<file path="config.mk">
export PLATFORM = sky130hd
export DESIGN_NAME = tcp_byte_patch_checksum_fixup
export DESIGN_NICKNAME = d
export VERILOG_FILES = /design/src/hw/rtl/tbpcf_pkg.sv /design/src/hw/rtl/tcp_byte_patch_checksum_fixup.sv
export SDC_FILE = /design/constraint.sdc
export NUM_CORES = 1
export LEC_CHECK = 0
export BUFFER_PORTS_ARGS = -buffer_cell sky130_fd_sc_hd__buf_2
export CORE_MARGIN = 3
export CORE_UTILIZATION = 43
export CTS_CLUSTER_DIAMETER = 100
export CTS_CLUSTER_SIZE = 14
export DETAILED_ROUTE_END_ITERATION = 16
export GPL_TIMING_DRIVEN = 1
export PLACE_DENSITY = 0.62
export SYNTH_ARGS = -nofsm -noshare
export SYNTH_HDL_FRONTEND = slang
export SYNTH_SLANG_ARGS = --single-unit
</file>
<file path="constraint.sdc">
create_clock -name clock -period 14.1 [get_ports clock]
set_input_delay 0.705 -clock clock [delete_from_list [all_inputs] [get_ports clock]]
set_output_delay 0.705 -clock clock [all_outputs]
set_load 0.01 [all_outputs]
</file>
<file path="src/hw/rtl/tbpcf_pkg.sv">
`timescale 1ns / 1ps
// ----------------------------------------------------------------------------
// TCP byte patch checksum fixup - shared definitions
// Constants, types and the one's-complement add helper used by the fixup block.
// ----------------------------------------------------------------------------
package tbpcf_pkg;

   // Bytes of one packet that are parsed, patched and summed.
   localparam int MAX_PACKET_BYTES = 2048;
   localparam int OFFSET_WIDTH     = $clog2(MAX_PACKET_BYTES + 1);

   typedef logic [OFFSET_WIDTH-1:0] offset_type;

   // Configuration register indexes.
   localparam int CSR_ADDR_WIDTH = 2;
   localparam int CSR_DATA_WIDTH = 11;
   localparam logic [CSR_ADDR_WIDTH-1:0] CSR_PATCH_OFFSET = 2'd0;
   localparam logic [CSR_ADDR_WIDTH-1:0] CSR_PATCH_VALUE  = 2'd1;
   localparam logic [CSR_ADDR_WIDTH-1:0] CSR_PATCH_ENABLE = 2'd2;

   // Configuration reset values.
   localparam logic [10:0] PATCH_OFFSET_RESET = 11'd63;
   localparam logic [7:0]  PATCH_VALUE_RESET  = 8'h21;
   localparam logic        PATCH_ENABLE_RESET = 1'b1;

   // Header layout.
   localparam int PROTOCOL_OFFSET    = 9;
   localparam int IP_CSUM_OFFSET_HI  = 10;
   localparam int IP_CSUM_OFFSET_LO  = 11;
   localparam int PSEUDO_ADDR_FIRST  = 12;
   localparam int PSEUDO_ADDR_END    = 20;
   localparam int TCP_DOFF_REL       = 12;
   localparam int TCP_CHECK_REL_HI   = 16;
   localparam int TCP_CHECK_REL_LO   = 17;
   localparam int MIN_HEADER_WORDS   = 5;
   localparam int MIN_PACKET_BYTES   = 10;
   localparam logic [7:0] TCP_PROTOCOL = 8'd6;

   typedef enum logic [1:0] {
      VERDICT_NOT_TCP   = 2'd0,
      VERDICT_TOO_SHORT = 2'd1,
      VERDICT_REWRITTEN = 2'd2,
      VERDICT_MALFORMED = 2'd3
   } verdict_type;

   // One's-complement add with a single end-around fold; the running sum
   // never exceeds 17 bits.
   function automatic logic [16:0] oc_add(input logic [16:0] s, input logic [15:0] v);
      logic [17:0] sum;
      sum    = {1'b0, s} + {2'b00, v};
      oc_add = {1'b0, sum[15:0]} + {15'd0, sum[17:16]};
   endfunction

endpackage

</file>
<file path="src/hw/rtl/tcp_byte_patch_checksum_fixup.sv">
`timescale 1ns / 1ps
// ----------------------------------------------------------------------------
// TCP byte patch checksum fixup
// Passes an IPv4 packet through one byte per beat, overwrites one configured byte of
// TCP packets, and reports fresh IP and TCP checksums on a rewritten packet's last beat.
// ----------------------------------------------------------------------------
//
//   Channel   Direction  Handshake              Carries
//   req_*     in         req_tvalid/req_tready  packet byte, last flag
//   rsp_*     out        rsp_tvalid/rsp_tready  byte, last, checksums, verdict
//   csr_*     in         csr_valid/csr_ready    register index, write data
//
// One beat is accepted every cycle unless back-pressure fills both stages. A beat
// passes two register stages: the first holds the patched byte, the running sums
// and the verdict, the second holds the folded and inverted checksums. The clock
// period is bounded by the per-byte header parse and the two chained folded adds of
// the TCP sum; the throughput stays at one beat per cycle without back-pressure.
// Synchronous reset clears the pipeline, the per-packet state and loads the
// register defaults. When rsp_tready is low the pipeline keeps filling until
// both stages are full, then req_tready drops. csr_ready is always high.
//
module tcp_byte_patch_checksum_fixup (
   input  logic        clock,
   input  logic        reset,
   // Input stream.
   input  logic        req_tvalid,
   output logic        req_tready,
   input  logic [7:0]  req_tdata,   // [7:0] pkt_byte
   input  logic        req_tlast,   // pkt_last
   // Result stream.
   output logic        rsp_tvalid,
   input  logic        rsp_tready,
   output logic [39:0] rsp_tdata,   // [7:0] out_byte, [23:8] tcp_checksum,
                                    // [39:24] ip_checksum
   output logic        rsp_tlast,   // out_last
   output logic [1:0]  rsp_tuser,   // [1:0] verdict
   // Configuration writes.
   input  logic                                 csr_valid,
   output logic                                 csr_ready,
   input  logic [tbpcf_pkg::CSR_ADDR_WIDTH-1:0] csr_addr,
   input  logic [tbpcf_pkg::CSR_DATA_WIDTH-1:0] csr_wdata
);

   // ------------------------------------------------------------------
   // Configuration registers.
   // ------------------------------------------------------------------
   logic [10:0] patch_offset_ff;
   logic [7:0]  patch_value_ff;
   logic        patch_enable_ff;

   assign csr_ready = 1'b1;

   always_ff @(posedge clock) begin
      if (reset) begin
         patch_offset_ff <= tbpcf_pkg::PATCH_OFFSET_RESET;
         patch_value_ff  <= tbpcf_pkg::PATCH_VALUE_RESET;
         patch_enable_ff <= tbpcf_pkg::PATCH_ENABLE_RESET;
      end else if (csr_valid) begin
         case (csr_addr)
            tbpcf_pkg::CSR_PATCH_OFFSET: patch_offset_ff <= csr_wdata[10:0];
            tbpcf_pkg::CSR_PATCH_VALUE:  patch_value_ff  <= csr_wdata[7:0];
            tbpcf_pkg::CSR_PATCH_ENABLE: patch_enable_ff <= csr_wdata[0];
            default: ;
         endcase
      end
   end

   // ------------------------------------------------------------------
   // Pipeline handshake. Each stage loads when it is empty or when its
   // contents move on in the same cycle.
   // ------------------------------------------------------------------
   logic s1_valid_ff, s1_valid_in;
   logic rsp_valid_ff, rsp_valid_in;
   logic rsp_load, s1_load, req_fire;

   assign rsp_load   = !rsp_valid_ff || rsp_tready;
   assign s1_load    = !s1_valid_ff || rsp_load;
   assign req_tready = s1_load;
   assign req_fire   = req_tvalid && s1_load;

   always_comb begin
      s1_valid_in  = s1_load ? req_fire : s1_valid_ff;
      rsp_valid_in = rsp_load ? s1_valid_ff : rsp_valid_ff;
   end

   // ------------------------------------------------------------------
   // Per-packet state.
   // ------------------------------------------------------------------
   tbpcf_pkg::offset_type byte_offset_ff, byte_offset_in;
   logic [3:0]  header_words_ff, header_words_in;
   logic [7:0]  protocol_num_ff, protocol_num_in;
   logic [15:0] total_length_ff, total_length_in;
   logic [3:0]  tcp_header_words_ff, tcp_header_words_in;
   logic [16:0] ip_sum_ff, ip_sum_in;
   logic [16:0] tcp_sum_ff, tcp_sum_in;
   logic        patched_flag_ff, patched_flag_in;
   logic        overflow_ff, overflow_in;

   // Byte handling for the beat at the input.
   logic [7:0]             pkt_byte;
   logic [7:0]             out_byte;
   logic [5:0]             hlen;
   logic [15:0]            word_val;
   logic [16:0]            tcp_sum_mid;
   tbpcf_pkg::offset_type  off;
   tbpcf_pkg::offset_type  hlen_off;
   logic                   bad;
   tbpcf_pkg::verdict_type verdict;

   assign pkt_byte = req_tdata;

   always_comb begin
      off                 = byte_offset_ff;
      out_byte            = pkt_byte;
      header_words_in     = header_words_ff;
      total_length_in     = total_length_ff;
      protocol_num_in     = protocol_num_ff;
      tcp_header_words_in = tcp_header_words_ff;
      ip_sum_in           = ip_sum_ff;
      tcp_sum_in          = tcp_sum_ff;
      tcp_sum_mid         = tcp_sum_ff;
      patched_flag_in     = patched_flag_ff;
      overflow_in         = overflow_ff;
      byte_offset_in      = off;
      hlen                = {header_words_ff, 2'b00};
      hlen_off            = tbpcf_pkg::offset_type'(hlen);
      word_val            = 16'd0;

      if (off < tbpcf_pkg::offset_type'(tbpcf_pkg::MAX_PACKET_BYTES)) begin
         // Header fields come from the original byte, never the patched one.
         if (off == tbpcf_pkg::offset_type'(0)) header_words_in = pkt_byte[3:0];
         if (off == tbpcf_pkg::offset_type'(2)) total_length_in = {pkt_byte, 8'h00};
         if (off == tbpcf_pkg::offset_type'(3))
            total_length_in = total_length_ff | {8'h00, pkt_byte};
         if (off == tbpcf_pkg::offset_type'(tbpcf_pkg::PROTOCOL_OFFSET))
            protocol_num_in = pkt_byte;

         hlen     = {header_words_in, 2'b00};
         hlen_off = tbpcf_pkg::offset_type'(hlen);

         if (patch_enable_ff &&
             off > tbpcf_pkg::offset_type'(tbpcf_pkg::PROTOCOL_OFFSET) &&
             protocol_num_in == tbpcf_pkg::TCP_PROTOCOL &&
             off == tbpcf_pkg::offset_type'(patch_offset_ff)) begin
            out_byte        = patch_value_ff;
            patched_flag_in = 1'b1;
         end

         if (off == hlen_off + tbpcf_pkg::offset_type'(tbpcf_pkg::TCP_DOFF_REL))
            tcp_header_words_in = pkt_byte[7:4];

         // Even offsets are the high byte of a 16-bit word.
         word_val = off[0] ? {8'h00, out_byte} : {out_byte, 8'h00};

         if (off < hlen_off &&
             off != tbpcf_pkg::offset_type'(tbpcf_pkg::IP_CSUM_OFFSET_HI) &&
             off != tbpcf_pkg::offset_type'(tbpcf_pkg::IP_CSUM_OFFSET_LO))
            ip_sum_in = tbpcf_pkg::oc_add(ip_sum_ff, word_val);

         // Source and destination addresses also feed the pseudo-header.
         if (off >= tbpcf_pkg::offset_type'(tbpcf_pkg::PSEUDO_ADDR_FIRST) &&
             off < tbpcf_pkg::offset_type'(tbpcf_pkg::PSEUDO_ADDR_END))
            tcp_sum_mid = tbpcf_pkg::oc_add(tcp_sum_ff, word_val);
         tcp_sum_in = tcp_sum_mid;

         if (off >= hlen_off && 16'(off) < total_length_in &&
             off != hlen_off + tbpcf_pkg::offset_type'(tbpcf_pkg::TCP_CHECK_REL_HI) &&
             off != hlen_off + tbpcf_pkg::offset_type'(tbpcf_pkg::TCP_CHECK_REL_LO))
            tcp_sum_in = tbpcf_pkg::oc_add(tcp_sum_mid, word_val);

         byte_offset_in = off + tbpcf_pkg::offset_type'(1);
      end else begin
         overflow_in = 1'b1;
      end

      // Verdict from the state as it stands after this byte.
      bad = header_words_in < 4'(tbpcf_pkg::MIN_HEADER_WORDS) ||
            tcp_header_words_in < 4'(tbpcf_pkg::MIN_HEADER_WORDS) ||
            total_length_in < (16'(hlen) + 16'({tcp_header_words_in, 2'b00})) ||
            16'(byte_offset_in) < total_length_in ||
            overflow_in;

      if (!req_tlast)
         verdict = tbpcf_pkg::VERDICT_NOT_TCP;
      else if (!patch_enable_ff ||
               byte_offset_in < tbpcf_pkg::offset_type'(tbpcf_pkg::MIN_PACKET_BYTES) ||
               protocol_num_in != tbpcf_pkg::TCP_PROTOCOL)
         verdict = tbpcf_pkg::VERDICT_NOT_TCP;
      else if (bad)
         verdict = tbpcf_pkg::VERDICT_MALFORMED;
      else if (!patched_flag_in)
         verdict = tbpcf_pkg::VERDICT_TOO_SHORT;
      else
         verdict = tbpcf_pkg::VERDICT_REWRITTEN;
   end

   // The state advances on every accepted beat and starts over after a last one.
   always_ff @(posedge clock) begin
      if (reset) begin
         byte_offset_ff      <= '0;
         header_words_ff     <= '0;
         protocol_num_ff     <= '0;
         total_length_ff     <= '0;
         tcp_header_words_ff <= '0;
         ip_sum_ff           <= '0;
         tcp_sum_ff          <= '0;
         patched_flag_ff     <= 1'b0;
         overflow_ff         <= 1'b0;
      end else if (req_fire) begin
         if (req_tlast) begin
            byte_offset_ff      <= '0;
            header_words_ff     <= '0;
            protocol_num_ff     <= '0;
            total_length_ff     <= '0;
            tcp_header_words_ff <= '0;
            ip_sum_ff           <= '0;
            tcp_sum_ff          <= '0;
            patched_flag_ff     <= 1'b0;
            overflow_ff         <= 1'b0;
         end else begin
            byte_offset_ff      <= byte_offset_in;
            header_words_ff     <= header_words_in;
            protocol_num_ff     <= protocol_num_in;
            total_length_ff     <= total_length_in;
            tcp_header_words_ff <= tcp_header_words_in;
            ip_sum_ff           <= ip_sum_in;
            tcp_sum_ff          <= tcp_sum_in;
            patched_flag_ff     <= patched_flag_in;
            overflow_ff         <= overflow_in;
         end
      end
   end

   // ------------------------------------------------------------------
   // First stage: patched byte, sums after the byte, TCP length, verdict.
   // ------------------------------------------------------------------
   logic [7:0]             s1_byte_ff;
   logic                   s1_last_ff;
   tbpcf_pkg::verdict_type s1_verdict_ff;
   logic [16:0]            s1_ip_sum_ff;
   logic [16:0]            s1_tcp_sum_ff;
   logic [15:0]            s1_tcp_len_ff;

   always_ff @(posedge clock) begin
      if (reset) begin
         s1_valid_ff <= 1'b0;
      end else begin
         s1_valid_ff <= s1_valid_in;
      end
      if (req_fire) begin
         s1_byte_ff    <= out_byte;
         s1_last_ff    <= req_tlast;
         s1_verdict_ff <= verdict;
         s1_ip_sum_ff  <= ip_sum_in;
         s1_tcp_sum_ff <= tcp_sum_in;
         s1_tcp_len_ff <= total_length_in - 16'(hlen);
      end
   end

   // ------------------------------------------------------------------
   // Second stage: pseudo-header protocol and length, final fold, invert.
   // Checksums are reported only for a rewritten packet.
   // ------------------------------------------------------------------
   logic [16:0] tcp_fold_a, tcp_fold_b, tcp_fold_c, ip_fold;
   logic [15:0] tcp_checksum_in, ip_checksum_in;

   always_comb begin
      tcp_fold_a = tbpcf_pkg::oc_add(s1_tcp_sum_ff, 16'(tbpcf_pkg::TCP_PROTOCOL));
      tcp_fold_b = tbpcf_pkg::oc_add(tcp_fold_a, s1_tcp_len_ff);
      tcp_fold_c = tbpcf_pkg::oc_add(tcp_fold_b, 16'd0);
      ip_fold    = tbpcf_pkg::oc_add(s1_ip_sum_ff, 16'd0);
      if (s1_last_ff && s1_verdict_ff == tbpcf_pkg::VERDICT_REWRITTEN) begin
         tcp_checksum_in = ~tcp_fold_c[15:0];
         ip_checksum_in  = ~ip_fold[15:0];
      end else begin
         tcp_checksum_in = 16'd0;
         ip_checksum_in  = 16'd0;
      end
   end

   logic [7:0]             rsp_byte_ff;
   logic                   rsp_last_ff;
   logic [15:0]            rsp_tcp_checksum_ff;
   logic [15:0]            rsp_ip_checksum_ff;
   tbpcf_pkg::verdict_type rsp_verdict_ff;

   always_ff @(posedge clock) begin
      if (reset) begin
         rsp_valid_ff <= 1'b0;
      end else begin
         rsp_valid_ff <= rsp_valid_in;
      end
      if (rsp_load && s1_valid_ff) begin
         rsp_byte_ff         <= s1_byte_ff;
         rsp_last_ff         <= s1_last_ff;
         rsp_tcp_checksum_ff <= tcp_checksum_in;
         rsp_ip_checksum_ff  <= ip_checksum_in;
         rsp_verdict_ff      <= s1_verdict_ff;
      end
   end

   assign rsp_tvalid = rsp_valid_ff;
   assign rsp_tdata  = {rsp_ip_checksum_ff, rsp_tcp_checksum_ff, rsp_byte_ff};
   assign rsp_tlast  = rsp_last_ff;
   assign rsp_tuser  = rsp_verdict_ff;

   // ------------------------------------------------------------------
   // Assertions.
   // ------------------------------------------------------------------

   // A verdict other than not-TCP only ever comes with the last beat.
   a_verdict_on_last: assert property (@(posedge clock) disable iff (reset)
      rsp_tvalid && !rsp_tlast |-> rsp_tuser == tbpcf_pkg::VERDICT_NOT_TCP)
      else $error("verdict set on a beat that is not last");

   // Checksums stay zero unless the packet was rewritten.
   a_csum_only_rewritten: assert property (@(posedge clock) disable iff (reset)
      rsp_tvalid && rsp_tuser != tbpcf_pkg::VERDICT_REWRITTEN |-> rsp_tdata[39:8] == 32'd0)
      else $error("checksum reported for a packet that was not rewritten");

   // A new packet starts at offset zero with clean sums.
   a_clear_after_last: assert property (@(posedge clock) disable iff (reset)
      req_fire && req_tlast |=> byte_offset_ff == '0 && ip_sum_ff == '0 && tcp_sum_ff == '0)
      else $error("packet state not cleared after the last beat");

   // The output register loads only from a full first stage.
   a_rsp_from_s1: assert property (@(posedge clock) disable iff (reset)
      !rsp_tvalid && !s1_valid_ff |=> !rsp_tvalid)
      else $error("result appeared without a beat in the first stage");

endmodule

</file>
; ---- After elaboration in Yosys (flattened, before gate mapping)
; Index checks and enable logic that the tools add are counted.
; Widths: inputs -> output; s select.
[totals]
register_bits = 206
latch_bits = 0
mem_bits_rw = 0
romBits = 0
inputBits = 27
elab_cells = 140
memories = 0
[op_classes]
addsub = 18
n_mul = 0
n_div = 0
order_cmp = 12
eq_ne = 14
n_shift = 0
muxes = 38
bitwise_logic = 4
n_reduce_logical = 29
[ops]
columns = cell, n
row1 = $mux 17, 8
row2 = $mux 16, 6
row3 = $add 16x2->17, 5
row4 = $add 17x16->18, 4
row5 = $mux 8, 7
row6 = $add 16x1->16, 2
row7 = $lt 12x16->1, 2
row8 = $not 16->16, 2
row9 = $mux 4, 7
row10 = $eq 12x2->1 const B, 2
row11 = $mux 12, 2
row12 = $ne 12x4->1 const B, 2
row13 = $ne 12x7->1, 2
row14 = $add 17x3->18 const B, 1
row15 = $lt 16x7->1, 1
row16 = $or 16x8->16, 1
row17 = $sub 16x6->16, 1
row18 = $add 6x5->7 const B, 2
row19 = $add 12x1->12 const B, 1
row20 = $eq 12x11->1, 1
row21 = $eq 12x4->1 const B, 1
row22 = $eq 12x7->1, 1
row23 = $ge 12x4->1 const B, 1
row24 = $ge 12x6->1, 1
row25 = 23 further kinds, 52

; ---- Depth between registers and ports, before layout
; Gate-level depths: netlist of the first run.
[depth]
word_depth = 18
ltp_mapped = 53

; ---- Worst setup path before layout of the first run
; No wires, ideal clock.
[synth_timing]
path_type = reg-to-reg
startpoint = register byte_offset_ff[0]
endpoint = register tcp_sum_ff[11]
t_arrival_ns = 10.053
required_time_ns = 13.978
path_slack_ns = 3.925
path_stages_with_launch = 54
path_buffers = 4
synth_period_minus_slack_ns = 10.175
cell_sequence = dfxtp_1 clkbuf_1 clkbuf_1 clkinv_1 ha_1 o21bai_1 a211oi_1 nor4_1 clkbuf_1 nand2_1 mux2i_1 nor2_1 ha_1 ha_1 a31oi_1 a21oi_1 a21oi_1 nand4_1 (+18 left out) o21ai_0 nand2b_1 a211o_1 o2111ai_1 nand2_1 a21o_1 a21oi_1 xnor2_1 ha_1 a21oi_1 nor2b_1 nand3b_1 nand4bb_1 clkbuf_1 nor3_1 xnor2_1 nor3_1 a311o_1
[synth_between]
elab_chain_len = 18
word_cells_on_any_way = 42
classes_between = add/sub (6) / order compare (6) / eq/ne (7) / mux (15) / reduce/logical (8)
[synth_lines]
columns = element, line_no
row1 = start: declaration, tcp_byte_patch_checksum_fixup.sv:89  ; tbpcf_pkg::offset_type byte_offset_ff, byte_offset_in;
row2 = start signal: assignment, tcp_byte_patch_checksum_fixup.sv:221  ; byte_offset_ff <= byte_offset_in;
row3 = $eq 12x4->1, tcp_byte_patch_checksum_fixup.sv:135  ; if (off == tbpcf_pkg::offset_type'(tbpcf_pkg::PROTOCOL_OFFSET))
row4 = $mux 8, tcp_byte_patch_checksum_fixup.sv:135
row5 = $mux 8, tcp_byte_patch_checksum_fixup.sv:129  ; if (off < tbpcf_pkg::offset_type'(tbpcf_pkg::MAX_PACKET_BYTES)) begin
row6 = $eq 8x3->1, tcp_byte_patch_checksum_fixup.sv:143  ; protocol_num_in == tbpcf_pkg::TCP_PROTOCOL &&
row7 = $logic_and 1x1->1, tcp_byte_patch_checksum_fixup.sv:142  ; off > tbpcf_pkg::offset_type'(tbpcf_pkg::PROTOCOL_OFFSET) &&
row8 = $logic_and 1x1->1, tcp_byte_patch_checksum_fixup.sv:143
row9 = $mux 8, tcp_byte_patch_checksum_fixup.sv:141  ; if (patch_enable_ff &&
row10 = $mux 8, tcp_byte_patch_checksum_fixup.sv:129
row11 = (+2 left out), -
row12 = $add 16x2->17, tbpcf_pkg.sv:51  ; oc_add = {1'b0, sum[15:0]} + {15'd0, sum[17:16]};
row13 = $mux 17, tcp_byte_patch_checksum_fixup.sv:161  ; if (off >= tbpcf_pkg::offset_type'(tbpcf_pkg::PSEUDO_ADDR_FIRST) &&
row14 = $mux 17, tcp_byte_patch_checksum_fixup.sv:129
row15 = $add 17x16->18, tbpcf_pkg.sv:50  ; sum = {1'b0, s} + {2'b00, v};
row16 = $add 16x2->17, tbpcf_pkg.sv:51
row17 = $mux 17, tcp_byte_patch_checksum_fixup.sv:166  ; if (off >= hlen_off && 16'(off) < total_length_in &&
row18 = $mux 17 *, tcp_byte_patch_checksum_fixup.sv:129
row19 = $mux 17 *, tcp_byte_patch_checksum_fixup.sv:210  ; if (req_tlast) begin
row20 = end signal: assignment, tcp_byte_patch_checksum_fixup.sv:227  ; tcp_sum_ff <= tcp_sum_in;
row21 = end: declaration, tcp_byte_patch_checksum_fixup.sv:95  ; logic [16:0] tcp_sum_ff, tcp_sum_in;
; Mark *: on every way between the ends. The rest lies on a longest branch, timed or not. The select of a mux whose other input is x is not followed.
; A chain may end at the register's enable or synchronous reset.

; ---- Final worst setup path of the first run
[layout_timing]
startpoint = register byte_offset_ff[5]
endpoint = register tcp_sum_ff[11]
; The elaborated chain is that of the path after synthesis.

==> flow_metrics.py, run 1 <==
metrics = {
    "floorplanning": {
        "die_area_mm2": 0.0395,
        "die_width_um": 199,
        "coreArea_mm2": 0.0361,
        "initial_utilization_pct": 44.2,
        "row_count": 69,
        "num_io_pins": 73,
        "die_h_um": 199,
    },
    "routing": {
        "dr.first_iter.drc_count": 1540,
        "vias": 13712,
        "drt_wl_total_um": 46700,
        "ant_nets": 0,
        "drt-pass1-iter-count": 6,
        "routedWlPerCell_um": 20.2,
        "drc_errors": 0,
        "vias_per_cell": 5.94,
    },
    "critical_path": {
        "required_ps": 14520,
        "crit_path_max_incr_delay_ps": 660,
        "cpMaxStageDelayCell": "or4_4",
        "critPathMostFrequentCell": "ha_1",
        "worstSetupPathType": "reg -> reg",
        "arrival_ps": 11600,
        "start_kind": "flip-flop",
        "endpoint_kind": "flip-flop",
        "worstPathMaxFanout": 14,
    },
    "synthesis": {
        "synthesis.area_mm2": 0.0160,
        "ys_types": 99,
        "yosys.area.top_type_share_pct": 19.6,
        "ys.flop_type": "edfxtp_1",
        "ys_warn_count": 0,
        "synth_seq_cells": 206,
        "syn_avg_cell_area_um2": 8.85,
        "synthesis.nets": 1972,
        "async_reset_ff_share_pct": 0,
        "synth-seq-area-share_pct": 32.4,
        "synth_edf_count": 104,
        "synth_largest_area_cell": "edfxtp_1",
        "synth_area_leaders": "edfxtp_1 20%, dfxtp_1 13%, ha_1 10%",
        "syn_inst": 1804,
    },
    "global_routing": {
        "track_usage_pct": 23.4,
        "grt_max_degree": 53,
        "grt_pass1_vias": 12892,
        "antenna_found_initial": 0,
        "overflow": 0,
        "grt_pass1_wl_um": 73000,
    },
    "timing": {
        "setup_violations": 0,
        "slew_viol_final": 0,
        "rsz0062_at_grt": "no",
        "fmax_mhz": 89.4,
        "timing.final.ws_setup_ps": 2920,
        "slew_headroom_pct": 23.9,
        "finalCritPeriodShare_pct": 79.3,
        "period_needed_ps": 11180,
        "final_hold_viol_count": 0,
        "setup_tns_ps": 0,
        "worstMarginPinSlew_ps": 1140,
        "finalClockSkew_ps": 33.0,
    },
    "clock_network": {
        "cts_resized": 0,
        "cts_buffer_depth": 3,
        "cts_setup_buffers": 0,
        "insertion_delay_ps": 530,
        "htree_levels": 1,
        "postCtsHoldBufs": 0,
        "cts_buffers": 19,
        "cts_sinks": 206,
        "cts_tree": "built",
        "clkTransAtPathRegs_ps": 70,
        "root_buffer": "clkbuf_16",
    },
    "place": {
        "hpwl_um": 35800,
        "place_inst": 2276,
        "pre_cts_slack_ps": 3060,
        "gp_congestion": 0.982,
        "placed_area_mm2": 0.0168,
        "io_buffers": 71,
    },
    "pwr": {
        "clkPwrFrac_pct": 33.9,
        "ir_worst_vdd_uv": 73.2,
        "power.density_mw_per_mm2": 85.0,
        "switching_power_uw": 439,
        "seqPwrFrac_pct": 45.7,
        "p_sw_share_pct": 29.8,
        "p_leak_uw": 0.00703,
        "combPwrFrac_pct": 20.5,
        "internal-power_uw": 1030,
    },
    "hold_path": {
        "hold_class": "reg -> reg",
    },
    "finish": {
        "syn2layout_area_growth_pct": 8.47,
        "nets": 2004,
        "drive_gt1_share_pct": 9.73,
        "final_util_pct": 48.0,
        "design_area_mm2": 0.0173,
        "fillers": 3455,
        "n_antenna_cell": 0,
        "finalNonFillerCells": 2310,
    },
    "job": {
        "maxCapViolations": 0,
    },
    "outcome": {
        "status": "complete, no violations",
    },
}
[logic make-up (layout without fill, tap and decap cells)]
logic type	after synthesis	count (layout)	share of synthesized area, %
AO/OA/AOI/OAI	427	427	18.1
XOR/XNOR	184	184	10.3
adder cells (fa/ha/maj)	143	143	11.6
buffers and inverters	159	204	3.84
flip-flops	206	206	32.4
multiplexers	70	70	4.61
other	1	1	0.0235
AND/OR/NAND/NOR	614	614	19.2
[final timing paths]
kind	startpoint	endpoint	slack, ps	depth (start not counted)
max reg2reg	byte_offset_ff[5]$_SDFFE_PP0P_	tcp_sum_ff[11]$_SDFFE_PP0P_	2920	45
min reg2reg	s1_byte_ff[5]$_DFFE_PP_	rsp_byte_ff[5]$_DFFE_PP_	420	0
max	byte_offset_ff[5]$_SDFFE_PP0P_	tcp_sum_ff[11]$_SDFFE_PP0P_	2920	45
min	s1_byte_ff[5]$_DFFE_PP_	rsp_byte_ff[5]$_DFFE_PP_	420	0
[metal layers]
metal	up-vias	wire length (um)	GRT usage [%]
met1	6472	21500	33.9
met3	72	3390	3.13
met4	0	1260	6.04
li1	6630	-	-
met2	538	20500	37.0
met5	-	0	0
[cells in the mapped netlist, types with 14 or more instances]
cell type and count:
nand4_1 20, nand2_1 122, a21o_1 32, nor2_1 217, nor4_1 19, inv_1 78, dfxtp_1 102, ha_1 132
and3_1 25, mux2i_1 54, a22oi_1 51, and2_1 16, mux2_2 14, o21ai_0 74, clkbuf_1 72, nand3_1 45
nor3_1 39, edfxtp_1 104, a21oi_1 111, xor2_1 63, xnor2_1 119, nand2b_1 20, nor2b_1 16, o21a_1 21
[registers in the layout, summed over array words and instances, names as in the netlist, 12 cells and up]
register / flops
s1_ip_sum_ff: 17
byte_offset_ff: 12
rsp_ip_checksum_ff: 16
ip_sum_ff: 17
s1_tcp_len_ff: 16
tcp_sum_ff: 17
s1_tcp_sum_ff: 17
total_length_ff: 16
rsp_tcp_checksum_ff: 16
[cell type report]
class / instances / area [um2] / area share [%]
Clock buffer: 31 / 531 / 3.06
Clock inverter: 3 / 30.0 / 0.173
Inverter: 81 / 304 / 1.76
Multi-Input combinational cell: 1439 / 10200 / 59.0
Sequential cell: 206 / 5160 / 29.8
Tap cell: 461 / 577 / 3.33
Timing Repair Buffer: 89 / 490 / 2.83
[critical path: cells and delay by family, from the launching register on]
family                     cells  cell delay [ps]
AOI/OAI and AO/OA             17             3740
xor gates and xnor gates       4              630
adders and majority gates      6             1590
buffers and inverters          1              230
DFF                            1              500
muxes                          2              650
and+or+nand+nor               15             3740
[cell usage in the layout, fill, tap and decap left out, types with 7 or more instances in the layout]
master / n
fa_1: 9
edfxtp_1: 104
o21ai_0: 74
nand3_1: 45
a21o_1: 32
nand4_1: 20
clkbuf_16: 19
buf_2: 71
ha_1: 132
a211oi_1: 10
and3_1: 25
o211ai_1: 8
or2_2: 12
o21bai_1: 11
a31oi_1: 13
nor2b_1: 15
a22oi_1: 51
dfxtp_1: 102
buf_4: 18
o31ai_1: 13
o21a_1: 21
xor2_1: 63
mux2i_1: 54
nor4_1: 18
and2_1: 16
nor2_1: 216
a21oi_1: 110
clkbuf_1: 11
nand2_1: 121
a32oi_1: 7
nor3_1: 39
and4_1: 7
xnor2_1: 119
nand3b_1: 10
inv_1: 77
mux2_2: 14
nand2b_1: 20
[power groups by stage]
stage / combinational (uW) / sequential [uW] / clock (uW)
after floorplan: 221 / 685 / 0
after global placement: 294 / 685 / 0
after detailed placement: 298 / 686 / 0
after CTS: 300 / 672 / 514
after global routing: 336 / 675 / 534
final: 301 / 672 / 499
[per-stage QoR]
| step | hold WS (ps) | total power (uW) |
|---|---|---|
| floorplan | 400 | 905 |
| global placement | 408 | 980 |
| detailed placement | 405 | 984 |
| CTS | 415 | 1490 |
| global route | 425 | 1550 |
| finish | 419 | 1470 |
Note: power is estimated with default switching activity, not from simulation.
==> run 2: changes to the inputs <==
Settings changed: ABC_AREA set to 1, PLACE_DENSITY 0.62 to 0.64.
Clock period 14.1 ns to 9 ns, I/O delays scaled along.
==> run 2 against run 1 <==
Compared with the run above: register-to-register slack worse by 2500 ps; maximum frequency is 30% higher; total power is 64% higher; setup slack worse by 2500 ps; die area is 3.2% higher; core utilization is 2.9 points higher; via count is 15% higher; sequential power is 58% higher; flip-flop and latch count stayed put; final area is 11% higher.
==> flow_metrics.py, run 2 <==
metrics = {
    "outcome": {
        "status": "complete, no violations",
    },
    "synthesis": {
        "yosys.area.top_type_share_pct": 18.9,
        "synth_largest_area_cell": "edfxtp_1",
        "synthesis.nets": 2480,
        "synthesis.area_mm2": 0.0165,
        "async_reset_ff_share_pct": 0,
        "synth_edf_count": 104,
        "synth-seq-area-share_pct": 31.3,
        "ys_warn_count": 0,
        "syn_inst": 2312,
        "synth_common_cells": "582 x nand2_1, 286 x inv_1, 214 x nor2_1",
        "synth_seq_cells": 206,
        "synth_area_leaders": "edfxtp_1 19%, nand2_1 13%, dfxtp_1 12%",
        "syn_avg_cell_area_um2": 7.13,
        "ys_types": 64,
        "ys.flop_type": "edfxtp_1",
        "yosysMostFrequentCell": "nand2_1",
    },
    "finish": {
        "final_common_cell": "nand2_1",
        "drive_gt1_share_pct": 18.3,
        "seq_area_mm2": 0.00517,
        "final_cell_mix": "578 x nand2_1, 274 x inv_1, 193 x nor2_1",
        "design_area_mm2": 0.0192,
        "finalNonFillerCells": 3015,
        "multi_input_area_mm2": 0.0102,
        "syn2layout_area_growth_pct": 16.4,
        "fillers": 3710,
        "nets": 2661,
    },
    "routing": {
        "dr.first_iter.drc_count": 1147,
        "vias": 15818,
        "routedWlPerCell_um": 16.2,
        "ant_nets": 0,
        "drt-pass1-iter-count": 6,
        "drc_errors": 0,
        "drt_wl_total_um": 48800,
        "vias_per_cell": 5.25,
    },
    "timing": {
        "slew_headroom_pct": 16.9,
        "setup_tns_ps": 0,
        "setup_violations": 0,
        "rsz0062_at_grt": "yes",
        "worstMarginPinSlew_ps": 1240,
        "slew_viol_final": 0,
        "fin_hold_ws_ps": 182,
        "finalCritPeriodShare_pct": 95.4,
        "finalClockSkew_ps": 38.3,
        "final_hold_viol_count": 0,
        "period_needed_ps": 8590,
        "fmax_mhz": 116,
        "timing.final.ws_setup_ps": 412,
    },
    "global_routing": {
        "grt_pass1_wl_um": 76700,
        "grt_pass1_vias": 14791,
        "grt_max_degree": 84,
        "track_usage_pct": 23.1,
        "overflow": 0,
        "antenna_found_initial": 1,
    },
    "hold_path": {
        "worstHoldStart": "csr_wdata[5]",
        "hold_depth": 3,
        "hold_class": "in -> reg",
        "hold_path_end": "patch_value_ff[5]$_SDFFE_PP1P_",
    },
    "clock_network": {
        "insertion_delay_ps": 520,
        "clkTransAtPathRegs_ps": 70,
        "cts_buffer_depth": 3,
        "htree_levels": 1,
        "cts_sinks": 206,
        "cts_buffers": 18,
        "root_buffer": "clkbuf_16",
        "cts_tree": "built",
    },
    "place": {
        "hpwl_um": 38100,
        "gp_congestion": 0.965,
        "io_buffers": 71,
        "placed_area_mm2": 0.0182,
        "place_inst": 2961,
        "pre_cts_slack_ps": -240,
    },
    "floorplanning": {
        "num_io_pins": 73,
        "die_width_um": 202,
        "die_area_mm2": 0.0407,
        "initial_utilization_pct": 43.7,
        "row_count": 71,
        "coreArea_mm2": 0.0378,
        "die_h_um": 202,
    },
    "critical_path": {
        "r2r-start": "s1_tcp_sum_ff[1]$_DFFE_PP_",
        "path_buf_inv": 19,
        "arrival_ps": 8830,
        "startpoint": "s1_tcp_sum_ff[1]$_DFFE_PP_",
        "r2r_slack_ps": 410,
        "reg2reg_to": "rsp_tcp_checksum_ff[15]$_SDFFCE_PN0P_",
        "crit_path_max_incr_delay_ps": 570,
        "critPathMostFrequentCell": "inv_1",
        "start_kind": "flip-flop",
        "cpMaxStageDelayCell": "fa_2",
        "worstSetupPathType": "reg -> reg",
        "endpoint_kind": "flip-flop",
        "required_ps": 9240,
        "cp_top_family": "simple AND/OR/NAND/NOR gates",
        "worstPathMaxFanout": 4,
        "r2r_cells": 73,
    },
    "pwr": {
        "ir_worst_vdd_uv": 89.0,
        "p_leak_uw": 0.00887,
        "power.density_mw_per_mm2": 126,
    },
    "job": {
        "maxCapViolations": 0,
    },
}
run 2: changes by cell type after synthesis, sizes merged, moves of 20 or more:
cell | before | now
clkbuf | 72 | 40
a21oi | 113 | 209
inv | 78 | 305
nand2b | 20 | 0
a21o | 32 | 8
nand2 | 122 | 621
xnor2 | 120 | 26
a22oi | 52 | 2
and3 | 25 | 3
o21ai | 79 | 112
mux2i | 55 | 0
nand3 | 47 | 144
run 2: worst max path at each step:
stage,end,slack [ps],cells past startpoint
floorplan,rsp_tcp_checksum_ff[14]$_SDFFCE_PN0P_,870,64
global placement,rsp_tcp_checksum_ff[14]$_SDFFCE_PN0P_,140,64
detailed placement,rsp_tcp_checksum_ff[14]$_SDFFCE_PN0P_,-240,64
CTS,rsp_tcp_checksum_ff[14]$_SDFFCE_PN0P_,10,68
global route,rsp_tcp_checksum_ff[15]$_SDFFCE_PN0P_,-540,74
finish,rsp_tcp_checksum_ff[15]$_SDFFCE_PN0P_,410,73
run 2: cell families (layout without fill, tap and decap cells):
group           count (synthesis)  after routing  share of synthesized area (%)
buf+inv                       369            559                           8.73
simple gates                 1102           1103                           29.9
xor+xnor                       95             95                           5.34
compound gates                398            398                           13.5
other cells                     1              2                         0.0227
flops                         206            206                           31.3
fa+ha+maj                     141            141                           11.1
run 2: repair_timing:
action	4_1_cts	5_1_grt
pin swaps	0	60
hold buffers	0	0
endpoints found under the setup margin	4	40
gates cloned	0	1
buffers inserted	1	21
resized for setup	5	92
run 2: report_power, final:
group	internal (uW)	switching (uW)	total, uW
logic	211	387	597
registers	1040	25.2	1060
clock network	404	355	760
total	1650	767	2420
run 2: routing by layer:
layer	vias to the layer above	part of all wire [%]	GRT usage, %
met1	7311	48	33.3
met4	2	2.7	6.40
met2	482	44	36.6
met3	80	5.9	3.06
met5	-	0.025	0
li1	7943	-	-
run 2: metrics by stage:
| stage | util, % | power [uW] |
|---|---|---|
| after floorplan | - | 1470 |
| after global placement | 48.2 | 1630 |
| after detailed placement | 48.2 | 1640 |
| after CTS | 49.6 | 2400 |
| after global routing | 50.8 | 2550 |
| final | 50.8 | 2420 |
run 2: cell type report:
class / instances / share of cell area (%)
antenna: 1 / 0.0130
clock buffer: 28 / 2.54
clock inverter: 2 / 0.241
inverter: 307 / 6.03
multi-input combinational: 1738 / 53.2
sequential: 206 / 26.9
tap: 511 / 3.33
timing repair buffer: 222 / 7.76
run 2: worst min-delay path: cells and delay by family:
kind          cells  cell delay (ps)
simple gates      2              110
buf+inv           1               90
